===== src/rtl/core/bfpa_pkg.sv =====
// shared types and constants for the best-fit page allocator
// no dependencies
package bfpa_pkg;

	localparam int unsigned NumPagesDef  = 1024;
	localparam int unsigned PageBytesDef = 4096;

	localparam logic [2:0] ST_OK       = 3'd0;
	localparam logic [2:0] ST_NOSPACE  = 3'd1;
	localparam logic [2:0] ST_DISABLED = 3'd2;
	localparam logic [2:0] ST_ZERO     = 3'd3;
	localparam logic [2:0] ST_NOTFOUND = 3'd4;

	localparam logic OP_ALLOC = 1'b0;
	localparam logic OP_FREE  = 1'b1;

	localparam logic CFG_ENABLE = 1'b0;
	localparam logic CFG_BASE   = 1'b1;

	typedef enum logic [10:0] {
		S_CLEAR  = 11'b00000000001,
		S_IDLE   = 11'b00000000010,
		S_SCAN   = 11'b00000000100,
		S_SEND   = 11'b00000001000,
		S_SCHK   = 11'b00000010000,
		S_MARK   = 11'b00000100000,
		S_APPEND = 11'b00001000000,
		S_FSCAN  = 11'b00010000000,
		S_FWAIT  = 11'b00100000000,
		S_FCLR   = 11'b01000000000,
		S_FMOVE  = 11'b10000000000
	} state_t;

	typedef enum logic [1:0] {
		BM_CLEAR = 2'd0,
		BM_MARK  = 2'd1,
		BM_FREE  = 2'd2
	} bm_sel_t;

	typedef struct packed {
		logic       load;
		logic       ctr_clr;
		logic       ctr_inc;
		logic       bm_wr;
		bm_sel_t    bm_sel;
		logic       bm_rd;
		logic       scan_rst;
		logic       ent_rd;
		logic       ent_rd_last;
		logic       ent_append;
		logic       ent_move;
		logic       hit_cap;
		logic       out_load;
		logic [2:0] status;
	} cmd_t;

	typedef struct packed {
		logic ctr_last_page;
		logic ctr_last_need;
		logic ctr_last_hit;
		logic ctr_last_ent;
		logic ent_hit;
		logic ent_empty;
		logic found;
		logic chk_zero;
		logic chk_big;
		logic enable;
		logic out_busy;
	} stat_t;

endpackage


===== src/rtl/core/bfpa_ctrl.sv =====
// controller state machine for the best-fit page allocator
// depends on bfpa_pkg
module bfpa_ctrl
	import bfpa_pkg::*;
(
	input  logic  clk,
	input  logic  arst_n,
	input  logic  in_valid,
	input  logic  in_op,
	output logic  in_ready,
	input  stat_t stat,
	output cmd_t  cmd
);

	state_t     state_q, state_d;
	logic [2:0] st_q, st_d;
	logic       send_q, send_d;

	always_ff @(posedge clk or negedge arst_n) begin
		if (!arst_n) begin
			state_q <= S_CLEAR;
			st_q    <= ST_OK;
			send_q  <= 1'b0;
		end else begin
			state_q <= state_d;
			st_q    <= st_d;
			send_q  <= send_d;
		end
	end

	assign in_ready = (state_q == S_IDLE) && !send_q;

	always_comb begin
		state_d = state_q;
		st_d    = st_q;
		send_d  = send_q;
		cmd     = '0;
		cmd.bm_sel = BM_CLEAR;
		cmd.status = st_q;
		unique case (state_q)
			S_CLEAR: begin
				cmd.bm_wr   = 1'b1;
				cmd.ctr_inc = 1'b1;
				if (stat.ctr_last_page) begin
					state_d = S_IDLE;
				end
			end
			S_IDLE: begin
				if (send_q) begin
					if (!stat.out_busy) begin
						cmd.out_load = 1'b1;
						send_d = 1'b0;
					end
				end else if (in_valid) begin
					cmd.load    = 1'b1;
					cmd.ctr_clr = 1'b1;
					cmd.scan_rst = 1'b1;
					if (in_op == OP_ALLOC) begin
						priority if (!stat.enable) begin
							st_d = ST_DISABLED; send_d = 1'b1;
						end else if (stat.chk_zero) begin
							st_d = ST_ZERO; send_d = 1'b1;
						end else if (stat.chk_big) begin
							st_d = ST_NOSPACE; send_d = 1'b1;
						end else begin
							state_d = S_SCAN;
						end
					end else begin
						if (stat.ent_empty) begin
							st_d = ST_NOTFOUND; send_d = 1'b1;
						end else begin
							state_d = S_FSCAN;
						end
					end
				end
			end
			S_SCAN: begin
				cmd.bm_rd   = 1'b1;
				cmd.ctr_inc = 1'b1;
				if (stat.ctr_last_page) begin
					state_d = S_SEND;
				end
			end
			S_SEND: state_d = S_SCHK;
			S_SCHK: begin
				cmd.ctr_clr = 1'b1;
				if (stat.found) begin
					state_d = S_MARK;
				end else begin
					st_d = ST_NOSPACE; send_d = 1'b1; state_d = S_IDLE;
				end
			end
			S_MARK: begin
				cmd.bm_wr   = 1'b1;
				cmd.bm_sel  = BM_MARK;
				cmd.ctr_inc = 1'b1;
				if (stat.ctr_last_need) begin
					state_d = S_APPEND;
				end
			end
			S_APPEND: begin
				cmd.ent_append = 1'b1;
				st_d = ST_OK; send_d = 1'b1; state_d = S_IDLE;
			end
			S_FSCAN: begin
				if (stat.ent_hit) begin
					cmd.hit_cap = 1'b1;
					cmd.ctr_clr = 1'b1;
					state_d = S_FCLR;
				end else begin
					cmd.ent_rd  = 1'b1;
					cmd.ctr_inc = 1'b1;
					if (stat.ctr_last_ent) begin
						state_d = S_FWAIT;
					end
				end
			end
			S_FWAIT: begin
				if (stat.ent_hit) begin
					cmd.hit_cap = 1'b1;
					cmd.ctr_clr = 1'b1;
					state_d = S_FCLR;
				end else begin
					st_d = ST_NOTFOUND; send_d = 1'b1; state_d = S_IDLE;
				end
			end
			S_FCLR: begin
				cmd.bm_wr   = 1'b1;
				cmd.bm_sel  = BM_FREE;
				cmd.ctr_inc = 1'b1;
				if (stat.ctr_last_hit) begin
					cmd.ent_rd_last = 1'b1;
					state_d = S_FMOVE;
				end
			end
			S_FMOVE: begin
				cmd.ent_move = 1'b1;
				st_d = ST_OK; send_d = 1'b1; state_d = S_IDLE;
			end
			default: state_d = S_IDLE;
		endcase
	end

endmodule


===== config.mk =====
export PLATFORM = sky130hd
export DESIGN_NAME = bfpa_ctrl
export DESIGN_NICKNAME = d
export VERILOG_FILES = /design/src/rtl/core/bfpa_pkg.sv /design/src/rtl/core/bfpa_ctrl.sv
export SDC_FILE = /design/constraint.sdc
export NUM_CORES = 1
export LEC_CHECK = 0
export BUFFER_PORTS_ARGS = -buffer_cell sky130_fd_sc_hd__buf_2
export CORE_AREA = 2 2 58 60
export CTS_BUF_LIST = sky130_fd_sc_hd__clkbuf_8
export CTS_CLUSTER_DIAMETER = 30
export DETAILED_ROUTE_END_ITERATION = 8
export DIE_AREA = 0 0 60 62
export PLACE_DENSITY = 0.73
export SYNTH_ARGS = -nofsm -noshare
export SYNTH_HDL_FRONTEND = slang
export SYNTH_SLANG_ARGS = --single-unit

===== constraint.sdc =====
create_clock -name clk -period 2.4 [get_ports clk]
set_input_delay 0.24 -clock clk [delete_from_list [all_inputs] [get_ports clk]]
set_output_delay 0.24 -clock clk [all_outputs]
set_load 0.005 [all_outputs]

Word level (Yosys, flattened, before mapping)

Index checks and enable logic that the tools add are counted.

Output and inout bits: 18
Input port bits: 15
Flip-flop bits (word level): 15
Logic and storage cells: 98

Eq/ne operators: 26
Reduce and logical (&&, ||, !) cells: 10
Multiplexer cells: 59

Operators with widths:

| operator             | count |
|---|---|
| $mux 11              | 13 |
| $pmux 11 s9          | 1 |
| $mux 1               | 27 |
| $mux 3               | 9 |
| $ne 3x3->1 const B   | 6 |
| $ne 2x2->1 const B   | 8 |
| $pmux 3 s4           | 1 |
| $eq 11x1->1 const B  | 1 |
| $eq 11x10->1 const B | 1 |
| $eq 11x11->1 const B | 1 |
| $eq 11x2->1 const B  | 1 |
| $eq 11x3->1 const B  | 1 |
| $eq 11x4->1 const B  | 1 |
| $eq 11x5->1 const B  | 1 |
| $eq 11x6->1 const B  | 1 |
| $eq 11x7->1 const B  | 1 |
| $eq 11x8->1 const B  | 1 |
| $eq 11x9->1 const B  | 1 |
| $reduce_and 11->1    | 1 |
| $mux 10              | 1 |
| $reduce_and 7->1     | 1 |
| $mux 6               | 1 |
| $ne 5x5->1 const B   | 1 |
| $mux 2               | 2 |
| 11 further kinds     | 12 |

Longest topological paths before layout

Gate-level depths: netlist of run 1.

Depth after elaboration: 7
Mapped depth: 6

Least setup slack after synthesis of run 1

Ideal clock, no wire load.

Path type: register -> register
Start: register state_q[6]
End: register state_q[2]
Data arrival time: 1.880 ns
Cell stages (with the launch flop): 7
Path slack: 0.395 ns
Data required time: 2.275 ns
Cells stage by stage: dfrtp_1 > buf_6 > nor4_4 > nand3b_2 > or2_4 > o311ai_4 > mux2_4

Word-level cells in the longest chain between the ends: 3

RTL lines:

| item                                                      | RTL line        | text |
|---|---|---|
| start, declared                                           | bfpa_ctrl.sv:15 | `state_t state_q, state_d;` |
| start signal, assigned                                    | bfpa_ctrl.sv:25 | `state_q <= state_d;` |
| $eq 11x8->1 (tied with other cells)                       | bfpa_ctrl.sv:40 | `unique case (state_q)` |
| $ne 3x3->1 (no line) / $ne 2x2->1 (equally long branches) | --              |  |
| $reduce_and 11->1 (no line)                               | --              |  |

Several ways; a longest one is shown, not always the timed one.
A chain may end at the register's enable or synchronous reset.

==> results of run 1 <==
-- final timing paths --
check                                             from                      to  slack, ps
worst max-delay path            state_q[1]$_DFFE_PN0P_                 cmd[14]        170
worst min-delay path                           stat[8]  state_q[9]$_DFFE_PN0P_        230
worst max register to register  state_q[6]$_DFFE_PN0P_  state_q[1]$_DFFE_PN0P_        280
worst min register to register     st_q[0]$_DFFE_PN0P_     st_q[0]$_DFFE_PN0P_        520
max in group asynchronous                       arst_n  state_q[0]$_DFFE_PN1P_       1670
min in group asynchronous                       arst_n     st_q[1]$_DFFE_PN0P_        420
-- synthesized netlist by cell type --
cell type   n  area share, %
and4b_2     1           0.95
a2111o_1    1           0.95
o32a_1      3            2.5
nand3_1     3            1.3
nor3_2      1           0.85
xnor2_1     2            1.5
or3b_2      1           0.74
clkbuf_1    2           0.64
dfstp_2     1            2.2
o21ai_0     8            3.4
mux2_2      2            1.9
buf_2       4            1.7
dfrtp_1    14             30
and2_2      1           0.64
nand3b_2    1           0.95
or2_2       1           0.53
a21oi_1     4            1.7
o311ai_4    1            2.2
nor4_1      2            1.1
and4b_1     1           0.85
nand4b_1    2            1.5
a21oi_2     1           0.74
and2_1      3            1.6
o211ai_1    1           0.64
or2_4       1           0.74
mux2_4      1            1.3
buf_4       1           0.64
inv_1       9            2.9
nor4b_1     3            2.2
buf_6       2            1.9
xor2_1      4            3.0
nand2b_1    6            3.2
nor4_4      2            3.6
o31ai_1     1           0.64
o22ai_1     3            1.6
nand4_1     9            4.8
o21bai_1    1           0.64
a2bb2oi_1   1           0.74
nor2_1     15            4.8
nor3_1      6            2.5
nand3b_1    1           0.64
nor2b_1     4            2.1
nand2_1     5            1.6
-- flip-flops by register name (all words and copies together), names as in the netlist --
signal / cells
send_q: 1
state_q: 11
st_q: 3
-- layer usage --
metal	GRT usage [%]	routed length, µm	vias up
met4	7.30	78	0
li1	-	-	560
met5	0	0	-
met3	2.48	103	7
met1	21.9	1360	549
met2	28.7	1510	29
-- timing repair --
action | CTS | global route
hold buffers | 1 | 0
hold endpoints to repair | 14 | 0
gates resized for setup | 0 | 3
endpoints found under the setup margin | 0 | 4
-- final cells by class --
| cell class | count | area share, % |
|---|---|---|
| Clock inverter | 1 | 0.256 |
| Clock buffer | 3 | 2.81 |
| Timing Repair Buffer | 41 | 15.7 |
| Tap cell | 46 | 3.92 |
| Inverter | 9 | 2.30 |
| Multi-Input combinational cell | 103 | 49.3 |
| Sequential cell | 15 | 25.7 |
-- power by group --
group	internal, mW	switching (mW)
sequential	0.317	0.0833
combinational	0.413	0.414
clock	0.114	0.0937
total	0.844	0.591
-- critical path, delay by kind of cell, from the launching register on --
| kind | cells | cell delay [ps] |
|---|---|---|
| buf+inv | 2 | 290 |
| flops | 1 | 440 |
| simple gates | 4 | 840 |
| compound gates | 1 | 160 |
-- logic make-up (layout without fill, tap and decap cells) --
family / count (synthesis) / count (layout) / share of synthesized area, %
xor+xnor: 6 / 6 / 4.44
buf+inv: 18 / 54 / 7.73
simple gates: 69 / 69 / 37.0
flops: 15 / 15 / 31.9
compound gates: 25 / 25 / 15.8
mux: 3 / 3 / 3.17
-- per-stage QoR --
stage	power (mW)	hold slack, ps
after global placement	1.20	165
after floorplan	0.922	-55.6
after CTS	1.42	226
after detailed placement	1.21	168
final	1.44	225
after global routing	1.55	251
==> impl_metrics.tcl, run 1 <==
set metrics [dict create \
    crit_path_end_kind "primary output" \
    final_common_cell "buf_2" \
    drc 0 \
    start_kind "flip-flop" \
    status "finished, final reports clean" \
    tns_ps 0 \
    period_minus_slack_ps 2230 \
    antennaDiodeCount 0 \
    yosysSeqAreaShare_pct 31.9 \
    period_share_pct 93.1 \
    grt_max_degree 16 \
    cts-buffers-inserted 3 \
    antenna_found_initial 0 \
    multi_input_area_um2 723 \
    portBuffers 32 \
    grt_pass1_vias 1038 \
    rsz0062_at_grt "no" \
    areaGrowthSynthToFinish_pct 24.1 \
    row_count 21 \
    die_w_um 60 \
    clk_pin_slew_worst_paths_ps 60 \
    wl_per_cell_um 14.0 \
    cp.arrival_ps 1990 \
    finClkSkew_ps 3.16 \
    core-area_um2 3180 \
    dr.pass1.iters 4 \
    p_per_area_nw_per_um2 978 \
    die-area_um2 3720 \
    slew_headroom_pct 68.2 \
    crit_chain "nor4_4, nand2b_2, nor3_1, buf_4, nand4_1, o211ai_1, buf_2" \
    ys_types 43 \
    mostFrequentLayoutCells "32 x buf_2, 15 x nor2_1, 13 x dfrtp_1" \
    max_slew.worst_pin.slew_ps 475 \
    hp-class "primary input to flip-flop" \
    setup_slack_ps 166 \
    ant_nets 0 \
    wl_um 3060 \
    cp_slowest_stage_delay_ps 440 \
    die_h_um 62 \
    peakVddDrop_mv 0.320 \
    drv_cap 0 \
    htree_levels 1 \
    fmax_mhz 448 \
    post-cts-setup-buffers 0 \
    cts-root-buf "clkbuf_8" \
    ys_seq_elements 15 \
    drt_iter0_markers 99 \
    ios 33 \
    p_leak_nw 0.748 \
    grt.total_usage_pct 17.1 \
    crit_slowest_cell "dfrtp_1" \
    cts_tree "built" \
    finalSetupViolations 0 \
    gp_congestion 0.904 \
    nets 188 \
    clock_sinks 15 \
    design_area_um2 1470 \
    dpl_cell_area_um2 1400 \
    syn_nets 151 \
    dp_slack_ps 285 \
    clockBufferDepth 2 \
    path_class "flip-flop to primary output" \
    initial_core_util_pct 37.2 \
    maxSlewViolCount 0 \
    r2r_cells 6 \
    avgSynthCellArea_um2 8.69 \
    synth_warnings 0 \
    required_ps 2160 \
    cp_max_fo 7 \
    worstSkewPairLatency_ps 250 \
    synthCells 136 \
    final_cells 218 \
    detailed_place_hpwl_um 2380 \
    via_per_inst 5.25 \
    vias 1145 \
    n_fill_cell 314 \
    fin_util_pct 46.2 \
    final_hold_viol_count 0 \
    gr-total-overflow 0 \
    synth_area_um2 1180 \
    dp_cells 213 \
    drive_gt1_share_pct 35.5 \
    hold_depth 2 \
    grt_pass1_wl_um 4670 \
    seq_area_um2 378 \
]
Power figures use the tool's default switching activity.
==> run 2: changes to the inputs <==
--- a/config.mk
+++ b/config.mk
@@ -12,6 +12,7 @@
 export DETAILED_ROUTE_END_ITERATION = 8
 export DIE_AREA = 0 0 60 62
 export PLACE_DENSITY = 0.73
+export REMOVE_ABC_BUFFERS = 1
 export SYNTH_ARGS = -nofsm -noshare
 export SYNTH_HDL_FRONTEND = slang
 export SYNTH_SLANG_ARGS = --single-unit
==> constraint.sdc (replaced) <==
create_clock -name clk -period 2.4 [get_ports clk]
set_input_delay 0 -clock clk [delete_from_list [all_inputs] [get_ports clk]]
set_output_delay 0 -clock clk [all_outputs]
set_load 0.005 [all_outputs]
==> impl_metrics.tcl, run 2 (synthesis gave the netlist of run 1 again) <==
set metrics [dict create \
    dr.pass1.iters 4 \
    peakVddDrop_mv 0.581 \
    p_int_mw 0.802 \
    portBuffers 32 \
    detailed_place_hpwl_um 2300 \
    die_w_um 60 \
    final_hold_viol_count 0 \
    p_sw_mw 0.565 \
    drive_gt1_share_pct 33.9 \
    gp_congestion 0.941 \
    top_register "state_q" \
    status "finished, final reports clean" \
    worstSkewPairLatency_ps 240 \
    finalSetupViolations 0 \
    row_count 21 \
    drc 0 \
    grt_max_degree 16 \
    rsz0062_at_grt "no" \
    core-area_um2 3180 \
    top_layer "met4" \
    drv_cap 0 \
    crit_path_end_kind "flip-flop" \
    die_h_um 62 \
    areaGrowthSynthToFinish_pct 23.4 \
    cp.arrival_ps 2370 \
    p_per_area_nw_per_um2 937 \
    post-cts-setup-buffers 0 \
    htree_levels 1 \
    p_seq_share_pct 29.3 \
    period_share_pct 93.2 \
    nets 187 \
    route.met3.wl_um 155 \
    r2r_slack_ps 160 \
    dr_wl_met2_um 1470 \
    netSwitchingFraction_pct 41.4 \
    clk_pin_slew_worst_paths_ps 60 \
    hp-class "primary input to flip-flop" \
    vias 1147 \
    grt_pass1_vias 963 \
    finClkSkew_ps 1.32 \
    grt.total_usage_pct 16.9 \
    die-area_um2 3720 \
    fin_util_pct 45.9 \
    wl_per_cell_um 13.6 \
    reg_top3 "state_q x11, st_q x3, send_q x1" \
    ant_nets 0 \
    clock_sinks 15 \
    slew_headroom_pct 66.4 \
    comb_power_share_pct 55.7 \
    mostFrequentLayoutCells "32 x buf_2, 15 x nor2_1, 14 x dfrtp_1" \
    power_mw 1.37 \
    fin_hold_ws_ps 59.2 \
    tns_ps 0 \
    start_kind "flip-flop" \
    dpl_cell_area_um2 1390 \
    wl_met1_um 1280 \
    cts-buffers-inserted 3 \
    initial_core_util_pct 37.2 \
    cp_max_fo 7 \
    period_minus_slack_ps 2240 \
    via_per_inst 5.29 \
    design_area_um2 1460 \
    wl_um 2950 \
    antennaDiodeCount 0 \
    largest_reg_flops 11 \
    p_leak_nw 0.742 \
    ios 33 \
    fmax_mhz 447 \
    max_slew.worst_pin.slew_ps 496 \
    clock_power_share_pct 15.0 \
    required_ps 2530 \
    clockBufferDepth 2 \
    grt_pass1_wl_um 4610 \
    path_class "flip-flop to flip-flop" \
    drt_iter0_markers 51 \
    maxSlewViolCount 0 \
    gr-total-overflow 0 \
    cts_tree "built" \
    cts-root-buf "clkbuf_8" \
    final_common_cell "buf_2" \
    antenna_found_initial 0 \
]
[run 2: area by class of cell]
class                      count  area [µm²]
clock buffer                   3        41.3
timing repair buffer          40         225
sequential                    15         377
multi-input combinational    103         719
inverter                       9        33.8
clock inverter                 1        5.00
tap                           46        57.6
fill                         321        1720
[run 2: worst paths after layout]
kind                                         from                      to  cells after the start
max                        state_q[1]$_DFFE_PN0P_     st_q[2]$_DFFE_PN0P_                      5
min                                       stat[0]      send_q$_DFFE_PN0P_                      3
max reg2reg                state_q[1]$_DFFE_PN0P_     st_q[2]$_DFFE_PN0P_                      5
min reg2reg                   st_q[0]$_DFFE_PN0P_     st_q[0]$_DFFE_PN0P_                      1
max in group asynchronous                  arst_n  state_q[0]$_DFFE_PN1P_                      2
min in group asynchronous                  arst_n     st_q[1]$_DFFE_PN0P_                      2
[run 2: power by group through the flow]
stage	logic (mW)	clock network (mW)	registers [mW]
2_1_floorplan	0.505	0	0.398
3_3_place_gp	0.746	0	0.401
3_5_place_dp	0.753	0	0.405
4_1_cts	0.761	0.213	0.400
5_1_grt	0.851	0.232	0.412
6_report	0.761	0.206	0.400
[run 2: metrics by stage]
stage | instances | setup slack, ps
global route | 217 | 12.9
finish | 217 | 163
floorplan | 127 | 352
CTS | 217 | 82.8
global placement | 211 | 283
detailed placement | 211 | 215
[run 2: layer usage]
metal  up-vias  global-route usage (%)
met1       546                    22.2
met5         -                       0
li1        559                       -
met2        38                    27.8
met4         0                    6.98
met3         4                    2.90
[run 2: what timing repair did]
| item | in CTS | in global routing |
|---|---|---|
| resized for setup | 0 | 1 |
| endpoints found under the hold margin | 17 | 0 |
| hold buffers | 2 | 0 |
| setup endpoints to repair | 0 | 6 |
[run 2: critical path, cell delays in order, from the launching register on]
cell and delay (ps):
dfrtp_1 450, nor4_4 440, nand2b_1 250, a2111o_1 350, a21oi_2 250, mux2_2 360
